[src/sv/eois_pkg.sv]
// Package with shared constants and types for the even-odd interval set.
`default_nettype none
package eois_pkg;

    localparam int MAX_PAIRS_DEF  = 16;
    localparam int COORD_BITS_DEF = 32;
    localparam int OP_BITS        = 2;
    localparam int COUNT_OUT_BITS = 5;

    typedef enum logic [OP_BITS-1:0] {
        OP_CLEAR  = 2'd0,
        OP_RECORD = 2'd1,
        OP_QUERY  = 2'd2,
        OP_NONE   = 2'd3
    } op_t;

    typedef enum logic [3:0] {
        S_IDLE = 4'b0001,
        S_WALK = 4'b0010,
        S_TAIL = 4'b0100,
        S_DONE = 4'b1000
    } state_t;

    typedef struct packed {
        logic rotate;
        logic write;
        logic commit;
    } cell_ctrl_t;

endpackage
`default_nettype wire

[src/sv/even_odd_interval_set.sv]
// Top level of the even-odd interval set: control, cell row and fold unit.
//
// A request is taken when start is high and busy is low. op selects clear,
// record or covers query; span_start and span_end are signed fixed point.
// Every request gives exactly one result, shown for one cycle with done high:
// covered, list_empty, pair_count and overflow.
// Clear, query, unused op and an empty record show the result in the cycle
// after the request, and the next request can be taken in that same cycle.
// During a record over n stored intervals the fold unit visits one stored
// pair per cycle while the cell row rotates, then the trailing pair is
// appended and the work row is committed.
// A record whose result would exceed MAX_PAIRS intervals leaves the list as
// it was and reports overflow.
// Reset empties the list; stored bounds are not cleared. Results cannot be
// held off by the receiver, and busy stays high until the result is shown.
`default_nettype none
module even_odd_interval_set #(
    parameter int MAX_PAIRS  = eois_pkg::MAX_PAIRS_DEF,
    parameter int COORD_BITS = eois_pkg::COORD_BITS_DEF
) (
    input  wire                               clk,
    input  wire                               rst_n,
    input  wire                               start,
    output logic                              busy,
    input  wire  [eois_pkg::OP_BITS-1:0]      op,
    input  wire  signed [COORD_BITS-1:0]      span_start,
    input  wire  signed [COORD_BITS-1:0]      span_end,
    output logic                              done,
    output logic                              covered,
    output logic                              list_empty,
    output logic [eois_pkg::COUNT_OUT_BITS-1:0] pair_count,
    output logic                              overflow
);
    import eois_pkg::*;

    localparam int W   = COORD_BITS;
    localparam int CW  = $clog2(MAX_PAIRS + 1);
    localparam int WCW = $clog2(MAX_PAIRS + 2);
    localparam logic [W-1:0] SIGN = {1'b1, {(W-1){1'b0}}};

    state_t         state_reg, state_next;
    logic [CW-1:0]  count_reg, count_next;
    logic [CW-1:0]  step_reg, step_next;
    logic [WCW-1:0] wcount_reg, wcount_next;
    logic [W-1:0]   ys_reg, ys_next, ye_reg, ye_next;
    logic           seek_reg, seek_next, broken_reg, broken_next;
    logic           done_reg, done_next, covered_reg, covered_next;
    logic           overflow_reg, overflow_next;

    logic [W-1:0] key_s, key_e;
    logic [W-1:0] cell_lo [MAX_PAIRS];
    logic [W-1:0] cell_hi [MAX_PAIRS];
    logic         f_emit, f_seek, f_broken;
    logic [W-1:0] f_elo, f_ehi, f_clo, f_chi;
    logic         wr_en;
    logic [W-1:0] wr_lo, wr_hi;
    logic         rotate, commit;

    assign key_s = span_start ^ SIGN;
    assign key_e = span_end ^ SIGN;

    eois_fold #(.W(W)) u_fold (
        .seek        (seek_reg),
        .broken      (broken_reg),
        .ys          (ys_reg),
        .ye          (ye_reg),
        .lo          (cell_lo[0]),
        .hi          (cell_hi[0]),
        .emit        (f_emit),
        .emit_lo     (f_elo),
        .emit_hi     (f_ehi),
        .carry_lo    (f_clo),
        .carry_hi    (f_chi),
        .seek_next   (f_seek),
        .broken_next (f_broken)
    );

    for (genvar i = 0; i < MAX_PAIRS; i++)
    begin : g_cell
        cell_ctrl_t   ctrl;
        logic [W-1:0] nlo, nhi;
        logic         last;

        // The last occupied cell takes the head pair back, closing the ring.
        assign last = (i == MAX_PAIRS - 1) || (CW'(i + 1) == count_reg);
        assign nlo  = last ? cell_lo[0] : cell_lo[(i + 1) % MAX_PAIRS];
        assign nhi  = last ? cell_hi[0] : cell_hi[(i + 1) % MAX_PAIRS];
        assign ctrl.rotate = rotate;
        assign ctrl.write  = wr_en && (wcount_reg == WCW'(i));
        assign ctrl.commit = commit;

        eois_cell #(.W(W)) u_cell (
            .clk    (clk),
            .ctrl   (ctrl),
            .rot_lo (nlo),
            .rot_hi (nhi),
            .wr_lo  (wr_lo),
            .wr_hi  (wr_hi),
            .lo     (cell_lo[i]),
            .hi     (cell_hi[i])
        );
    end

    always_comb
    begin
        state_next    = state_reg;
        count_next    = count_reg;
        step_next     = step_reg;
        wcount_next   = wcount_reg;
        ys_next       = ys_reg;
        ye_next       = ye_reg;
        seek_next     = seek_reg;
        broken_next   = broken_reg;
        done_next     = 1'b0;
        covered_next  = covered_reg;
        overflow_next = overflow_reg;
        wr_en         = 1'b0;
        wr_lo         = f_elo;
        wr_hi         = f_ehi;
        rotate        = 1'b0;
        commit        = 1'b0;
        unique case (state_reg)
            S_IDLE:
            begin
                if (start)
                begin
                    covered_next  = 1'b0;
                    overflow_next = 1'b0;
                    ys_next       = key_s;
                    ye_next       = key_e;
                    seek_next     = 1'b1;
                    broken_next   = 1'b0;
                    wcount_next   = '0;
                    step_next     = '0;
                    done_next     = 1'b1;
                    case (op_t'(op))
                        OP_CLEAR:  count_next = '0;
                        OP_QUERY:  covered_next = (count_reg == CW'(1)) &&
                                                  (cell_lo[0] <= key_s) &&
                                                  (cell_hi[0] >= key_e);
                        OP_RECORD:
                        begin
                            if (key_s < key_e)
                            begin
                                done_next  = 1'b0;
                                state_next = (count_reg == '0) ? S_TAIL : S_WALK;
                            end
                        end
                        default: ;
                    endcase
                end
            end
            S_WALK:
            begin
                rotate      = 1'b1;
                wr_en       = f_emit;
                wcount_next = wcount_reg + WCW'(f_emit);
                ys_next     = f_clo;
                ye_next     = f_chi;
                seek_next   = f_seek;
                broken_next = f_broken;
                step_next   = step_reg + CW'(1);
                if (step_reg + CW'(1) == count_reg)
                begin
                    state_next = S_TAIL;
                end
            end
            S_TAIL:
            begin
                wr_en       = (ys_reg < ye_reg);
                wr_lo       = ys_reg;
                wr_hi       = ye_reg;
                wcount_next = wcount_reg + WCW'(ys_reg < ye_reg);
                state_next  = S_DONE;
            end
            S_DONE:
            begin
                done_next  = 1'b1;
                state_next = S_IDLE;
                if (wcount_reg > WCW'(MAX_PAIRS))
                begin
                    overflow_next = 1'b1;
                end
                else
                begin
                    commit     = 1'b1;
                    count_next = CW'(wcount_reg);
                end
            end
            default: state_next = S_IDLE;
        endcase
    end

    always_ff @(posedge clk or negedge rst_n)
    begin
        if (!rst_n)
        begin
            state_reg    <= S_IDLE;
            count_reg    <= '0;
            done_reg     <= 1'b0;
            covered_reg  <= 1'b0;
            overflow_reg <= 1'b0;
        end
        else
        begin
            state_reg    <= state_next;
            count_reg    <= count_next;
            done_reg     <= done_next;
            covered_reg  <= covered_next;
            overflow_reg <= overflow_next;
        end
    end

    always_ff @(posedge clk)
    begin
        step_reg   <= step_next;
        wcount_reg <= wcount_next;
        ys_reg     <= ys_next;
        ye_reg     <= ye_next;
        seek_reg   <= seek_next;
        broken_reg <= broken_next;
    end

    assign busy       = (state_reg != S_IDLE);
    assign done       = done_reg;
    assign covered    = covered_reg;
    assign overflow   = overflow_reg;
    assign list_empty = (count_reg == '0);
    assign pair_count = COUNT_OUT_BITS'(count_reg);

endmodule
`default_nettype wire

[src/sv/eois_cell.sv]
// One interval cell: a stored pair that rotates through the row and a work pair.
`default_nettype none
module eois_cell #(
    parameter int W = eois_pkg::COORD_BITS_DEF
) (
    input  wire                     clk,
    input  eois_pkg::cell_ctrl_t    ctrl,
    input  wire  [W-1:0]            rot_lo,
    input  wire  [W-1:0]            rot_hi,
    input  wire  [W-1:0]            wr_lo,
    input  wire  [W-1:0]            wr_hi,
    output logic [W-1:0]            lo,
    output logic [W-1:0]            hi
);
    import eois_pkg::*;

    logic [W-1:0] lo_reg, hi_reg, wlo_reg, whi_reg;

    always_ff @(posedge clk)
    begin
        if (ctrl.commit)
        begin
            lo_reg <= wlo_reg;
            hi_reg <= whi_reg;
        end
        else if (ctrl.rotate)
        begin
            lo_reg <= rot_lo;
            hi_reg <= rot_hi;
        end
        if (ctrl.write)
        begin
            wlo_reg <= wr_lo;
            whi_reg <= wr_hi;
        end
    end

    assign lo = lo_reg;
    assign hi = hi_reg;

endmodule
`default_nettype wire

[src/sv/eois_fold.sv]
// Folds one stored pair against the carried interval by symmetric difference.
`default_nettype none
module eois_fold #(
    parameter int W = eois_pkg::COORD_BITS_DEF
) (
    input  wire          seek,
    input  wire          broken,
    input  wire  [W-1:0] ys,
    input  wire  [W-1:0] ye,
    input  wire  [W-1:0] lo,
    input  wire  [W-1:0] hi,
    output logic         emit,
    output logic [W-1:0] emit_lo,
    output logic [W-1:0] emit_hi,
    output logic [W-1:0] carry_lo,
    output logic [W-1:0] carry_hi,
    output logic         seek_next,
    output logic         broken_next
);
    import eois_pkg::*;

    logic [W-1:0] a, b, c, d, b2, c2;

    always_comb
    begin
        a = (ys < lo) ? ys : lo;
        b = (ys < lo) ? lo : ys;
        c = (ye < hi) ? ye : hi;
        d = (ye < hi) ? hi : ye;
        b2 = (b > c) ? c : b;
        c2 = (b > c) ? b : c;
        emit        = 1'b0;
        emit_lo     = lo;
        emit_hi     = hi;
        carry_lo    = ys;
        carry_hi    = ye;
        seek_next   = 1'b0;
        broken_next = broken;
        if (broken)
        begin
            emit = 1'b1;
        end
        else if (seek && ys > hi)
        begin
            // Stored pair lies wholly below the new interval.
            emit      = 1'b1;
            seek_next = 1'b1;
        end
        else
        begin
            if (ye < lo)
            begin
                emit     = 1'b1;
                emit_lo  = ys;
                emit_hi  = ye;
                carry_lo = lo;
                carry_hi = hi;
            end
            else if (b == c)
            begin
                carry_lo = a;
                carry_hi = d;
            end
            else
            begin
                emit     = (a != b2);
                emit_lo  = a;
                emit_hi  = b2;
                carry_lo = c2;
                carry_hi = d;
            end
            broken_next = !(carry_lo < carry_hi);
        end
    end

endmodule
`default_nettype wire
[config.mk]
export PLATFORM = sky130hd
export DESIGN_NAME = even_odd_interval_set
export DESIGN_NICKNAME = d
export VERILOG_FILES = /design/src/sv/eois_pkg.sv /design/src/sv/even_odd_interval_set.sv /design/src/sv/eois_cell.sv /design/src/sv/eois_fold.sv
export SDC_FILE = /design/constraint.sdc
export NUM_CORES = 2
export LEC_CHECK = 0
export ABC_AREA = 0
export BUFFER_PORTS_ARGS = -buffer_cell sky130_fd_sc_hd__buf_4
export CAP_MARGIN = 20
export CORE_MARGIN = 2
export CORE_UTILIZATION = 50
export CTS_BUF_LIST = sky130_fd_sc_hd__clkbuf_4 sky130_fd_sc_hd__clkbuf_8 sky130_fd_sc_hd__clkbuf_16
export DETAILED_ROUTE_END_ITERATION = 6
export PLACE_DENSITY_LB_ADDON = 0.08
export SYNTH_ARGS = -nofsm -noshare
export SYNTH_HDL_FRONTEND = slang
export SYNTH_HIERARCHICAL = 1
export SYNTH_SLANG_ARGS = --single-unit
[constraint.sdc]
create_clock -name clk -period 17 [get_ports clk]
set_clock_uncertainty 0.05 [all_clocks]
set_input_delay 0.85 -clock clk [delete_from_list [all_inputs] [get_ports clk]]
set_output_delay 0.85 -clock clk [all_outputs]
set_load 0.01 [all_outputs]
======== Word level (Yosys, flattened, before mapping) ========
Index checks and enable logic that the tools add are counted.
storage, ports and cells
  register bits after elaboration ......... 2,136
  latch bits .............................. 0
  bits in writable memories ............... 0
  ROM bits ................................ 0
  input port bits ......................... 69
  output and inout bits ................... 10
  logic and storage cells ................. 338
  memories ................................ 0
cells by class
  $add $sub $neg .......................... 3
  $mul .................................... 0
  div/mod/pow operators ................... 0
  order comparisons ....................... 11
  equal/unequal tests ..................... 51
  shifts and indexed selects .............. 0
  mux-type cells .......................... 161
  bitwise logic cells ..................... 2
  reductions and logical operators ........ 35
operator list
  kind                  number
  $mux W32              123
  $lt A32 B32 Y1        6
  $pmux W32 S2          2
  $gt A32 B32 Y1        2
  $eq A4 B5 Y1 const A  8
  $eq A5 B4 Y1 const B  8
  $eq A32 B32 Y1        1
  $ge A32 B32 Y1        1
  $le A32 B32 Y1        1
  $ne A32 B32 Y1        1
  $eq A3 B5 Y1 const A  4
  $eq A5 B3 Y1 const B  4
  $mux W5               4
  $pmux W5 S2           2
  $logic_and A1 B1 Y1   19
  $mux W1               18
  $mux W4               4
  $ne A2 B2 Y1 const B  8
  $pmux W5 S3           1
  $pmux W4 S3           1
  $reduce_and A4 Y1     3
  $add A5 B1 Y5         2
  $eq A2 B5 Y1 const A  2
  $eq A5 B1 Y1 const B  2
  23 further kinds      36

======== Longest topological paths before layout ========
  depth after elaboration ................. 13
  gate-level depth with buffers ........... 41
  mapped depth without buffers ............ 36

======== Modules after synthesis ========
The synthesis kept the hierarchy.
by module, submodules not included
  module                 instances  cells an instance  area each (µm²)  seq. area each (µm²)
  eois_cell              16         200                4,827.1          3,843.7
  even_odd_interval_set  1          2,110              19,472.4         2,583.7
  eois_fold              1          1,537              10,610.2         0.0

======== Worst setup path before layout ========
OpenSTA, ideal clock, no wires.
  path type ............................... register to register
  start ................................... register g_cell[0].u_cell.lo_reg[23]
  end ..................................... register g_cell[11].u_cell.whi_reg[0] (enable)
  library setup time ...................... 0.666 ns
  data arrival time ....................... 13.188 ns
  data required time ...................... 16.284 ns
  path slack .............................. 3.096 ns
  stages on the path, launching flop included .. 30
  buffers on the path ..................... 4
  period minus slack after synthesis ...... 13.904 ns
  cells stage by stage .................... edfxtp_1 inv_1 ha_1 nand4_2 nor4_4 and4_1 a21oi_1 a21boi_1 clkbuf_1 clkbuf_1 clkbuf_1 o21ai_0 ha_1 nand4_1 nor2_1 nand2_1 or3_1 o211ai_1 nor4_1 a31o_2 or4_1 a211oi_1 a2111oi_2 nand4_1 nor4_1 a21oi_1 nand2_2 and4_1 buf_6 nor4b_1
RTL lines
  item                    RTL line         RTL
  start, declared         eois_cell.sv:17  logic [W-1:0] lo_reg, hi_reg, wlo_reg, whi_reg;
  start signal, assigned  eois_cell.sv:23  lo_reg <= wlo_reg;
  start signal, assigned  eois_cell.sv:28  lo_reg <= rot_lo;
  end signal, assigned    eois_cell.sv:34  whi_reg <= wr_hi;
  end, declared           eois_cell.sv:17

==> results.tsv <==
stage	metric	value	unit
power_and_ir_drop	powerDensity	108	mW/mm^2
die	dieArea	0.218	sq mm
synth	ys_warn_count	6	
critical_path	cp_max_fo	32	
synth	synth_area	0.107	sq mm
run	cap_violations	0	
global_route	grt_pass1_vias	61500	
final_layout	nets	7359	
power_and_ir_drop	p_int	0.00924	W
place	placed_cell_area	0.111	sq mm
synth	synth_flop_cell	edfxtp_1	
timing	max_freq	84.4	MHz
critical_path	endpoint_kind	flip-flop	
power_and_ir_drop	clock_power_share	37.5	%
power_and_ir_drop	power_frac_comb	14.8	%
drt	highest_layer	met5	
synth	synth.avg_cell_area	15.7	sq um
critical_path	cp_data_arrival_time	12.31	ns
clock_network	clk_pin_slew	0.07	ns
synth	yosys_register_bits	2136	
critical_path	timing.rr.end	g_cell[11].u_cell/whi_reg[12]$_DFFE_PP_	
drt	via_count	61800	
status	outcome	finished clean	
drt	drtIter0Drc	5861	
place	routabilityCongestion	0.986	
timing	fin_crit_sh	69.7	%
critical_path	crit_type	reg2reg	
drt	routed_wl	338	mm
die	num_rows	170	
critical_path	reg2reg_setup_slack	5.15	ns
drt	route.met3.wl	16.4	mm
drt	postRouteAntennaNets	0	
power_and_ir_drop	p_seq_share	47.7	%
timing	drv_slew	0	
drt	met2_length	162	mm
power_and_ir_drop	peakVddDrop	0.139	mV
critical_path	cpPeakStageDelay	0.94	ns
clock_network	cts-buffers-inserted	219	
critical_path	reg2reg_from	g_cell[0].u_cell/hi[1]$_DFFE_PP_	
synth	synth_edf_count	2124	
clock_network	cts_resized	0	
final_layout	drive_gt1_share	39.2	%
clock_network	cts_tree	done	
drt	routedWlPerCell	33.8	microns
global_route	grt_pass1_wl	474	mm
final_layout	fin_util	55.3	%
critical_path	endpoint	g_cell[11].u_cell/whi_reg[12]$_DFFE_PP_	
critical_path	critPathLaunchType	flip-flop	
global_route	grt.total_usage	30.6	%
critical_path	rr_worst_depth	29	
die	start_util	50.2	%
clock_network	cts_num_sinks	2136	
clock_network	postCtsSetupRepairBufs	0	
place	hpwl	210	mm
synth	async_reset_ff_share	0.562	%
timing	slew_headroom	20.7	%
timing	tightest_slew	1.19	ns
clock_network	cts.path.max_buffers	3	
drt	drc	0	
power_and_ir_drop	swShare	27.4	%
final_layout	fill_cells	17100	
die	core	0.214	sq mm
clock_network	clk_latency	0.91	ns
critical_path	path_common_cell	buf_4	
power_and_ir_drop	leakagePower	42.1	nW
timing	setup_violations	0	
clock_network	cts-root-buf	clkbuf_16	
critical_path	crit_slowest_cell	a2111oi_0	
final_layout	area_growth_syn_to_layout	10.3	%
clock_network	htreeDepth	4	
final_layout	regArea	0.0641	sq mm
drt	wl_met1	147	mm
drt	via_per_inst	6.17	
critical_path	crit_required	17.45	ns
final_layout	postLayoutCellArea	0.118	sq mm
timing	period_needed	11.85	ns
global_route	grt_overflow	0	
die	pin_count	79	
place	dp_cells	9587	
worst_hold_path	holdCritPathClass	in2reg	
global_route	antenna_found_initial	10	
synth	synth-seq-area-share	59.7	%
synth	synth_cell_types	106	
synth	syn_inst	6847	
final_layout	multi_input_area	0.0405	sq mm
die	die_w	467	microns
global_route	grt_max_degree	109	
critical_path	startpoint	g_cell[0].u_cell/hi[1]$_DFFE_PP_	
power_and_ir_drop	switchingPower	0.00349	W
timing	setup_tns	0	ns
timing	rsz0062_at_grt	no	
drt	dr.pass1.iters	6	
place	portBuffers	78	
die	dieHeight	467	microns
final_layout	fin_cells	10000	
synth	synth_nets	7232	
timing	hold_violations	0	
## cell usage after synthesis, drive strengths merged, types with 65 or more instances
cell / n / area (sq um)
a21o: 65 / 488
clkbuf: 188 / 707
nor2: 145 / 549
o21ai: 259 / 1320
buf: 223 / 1750
ha: 316 / 3950
mux2: 2029 / 25800
edfxtp: 2124 / 63800
a21oi: 180 / 923
nand2: 408 / 1530
inv: 183 / 692
## kinds of logic (layout without fill, tap and decap cells)
family                   Yosys count  count (layout)  synth area share (%)
AND/OR/NAND/NOR                  856             856                  3.82
multiplexers                    2082            2082                  24.5
buffers and inverters            597             908                  2.94
XOR/XNOR                          36              36                 0.294
AO/OA/AOI/OAI                    824             824                  5.01
other                              0               5                     0
flip-flops                      2136            2136                  59.7
adder cells (fa/ha/maj)          316             316                  3.68
## cells in the final DEF (no fill, tap or decap), types with 13 or more instances in the layout
| cell | instances |
|---|---|
| edfxtp_1 | 2124 |
| mux2_2 | 1234 |
| mux2_4 | 784 |
| nand2_1 | 399 |
| ha_1 | 316 |
| buf_4 | 306 |
| o21ai_0 | 227 |
| clkbuf_16 | 220 |
| inv_1 | 181 |
| a21oi_1 | 173 |
| nor2_1 | 139 |
| a21o_1 | 65 |
| clkinv_1 | 56 |
| o22ai_1 | 56 |
| nand4_1 | 55 |
| mux2i_1 | 51 |
| clkbuf_4 | 50 |
| a22oi_1 | 50 |
| nand3_1 | 43 |
| nor3_1 | 39 |
| clkinv_2 | 39 |
| nor2b_1 | 24 |
| a211oi_1 | 23 |
| xnor2_1 | 22 |
| o21ai_1 | 21 |
| a31oi_1 | 19 |
| nand2b_1 | 18 |
| or2_4 | 17 |
| o211ai_1 | 16 |
| bufinv_16 | 15 |
| xor2_1 | 14 |
| and2_1 | 13 |
## worst min-delay path by stage
stage	endpoint	start	slack [ns]	cells after the start
5_1_grt	state_reg[0]$_DFFE_PN1P_	start	0.15	2
3_3_place_gp	g_cell[14].u_cell/hi[2]$_DFFE_PP_	g_cell[14].u_cell/whi_reg[2]$_DFFE_PP_	0.47	1
2_1_floorplan	g_cell[0].u_cell/hi[0]$_DFFE_PP_	g_cell[0].u_cell/whi_reg[0]$_DFFE_PP_	0.47	1
3_5_place_dp	g_cell[8].u_cell/hi[7]$_DFFE_PP_	g_cell[8].u_cell/whi_reg[7]$_DFFE_PP_	0.48	1
4_1_cts	state_reg[0]$_DFFE_PN1P_	start	0.14	2
6_report	state_reg[0]$_DFFE_PN1P_	start	0.20	2
## repair_timing
item                                    4_1_cts  5_1_grt
endpoints found under the setup margin        0        0
endpoints found under the hold margin        12        0
hold buffers                                  1        0
## power groups by stage
stage / combinational [W] / sequential (W) / clock (W)
2_1_floorplan: 0.00104 / 0.00616 / 0
3_3_place_gp: 0.00182 / 0.00618 / 0
3_5_place_dp: 0.00183 / 0.00618 / 0
4_1_cts: 0.00184 / 0.00607 / 0.00487
5_1_grt: 0.00199 / 0.00607 / 0.00507
6_report: 0.00188 / 0.00607 / 0.00478
## final cells by class
cell class	count	area share (%)
Timing Repair Buffer	317	2.11
Sequential cell	2136	54.1
Tap cell	2838	3.00
Inverter	186	0.602
Multi-Input combinational cell	4114	34.2
Clock buffer	270	4.97
Antenna cell	5	0.0106
Clock inverter	135	1.03
## metal layers
| layer | vias to the layer above | global-route usage, % |
|---|---|---|
| met3 | 497 | 4.18 |
| met1 | 32600 | 41.6 |
| met5 | - | 0 |
| met4 | 4 | 10.9 |
| li1 | 26800 | - |
| met2 | 1850 | 50.3 |
## metrics by stage
step / hold slack, ns / setup slack (ns) / total power (W)
final: 0.199 / 5.15 / 0.0127
after global routing: 0.152 / 4.75 / 0.0131
after CTS: 0.141 / 5.32 / 0.0128
after detailed placement: 0.481 / 5.43 / 0.00801
after global placement: 0.475 / 5.70 / 0.00801
after floorplan: 0.473 / 3.10 / 0.00720
## critical path: cells and delay by family (launching register included)
family / cells / cell delay, ns
AOI/OAI and AO/OA: 12 / 4.93
buffers and inverters: 6 / 2.57
and+or+nand+nor: 8 / 1.53
muxes: 1 / 0.84
DFF: 1 / 0.78
adders and majority gates: 2 / 0.53
Power figures use the tool's default switching activity.
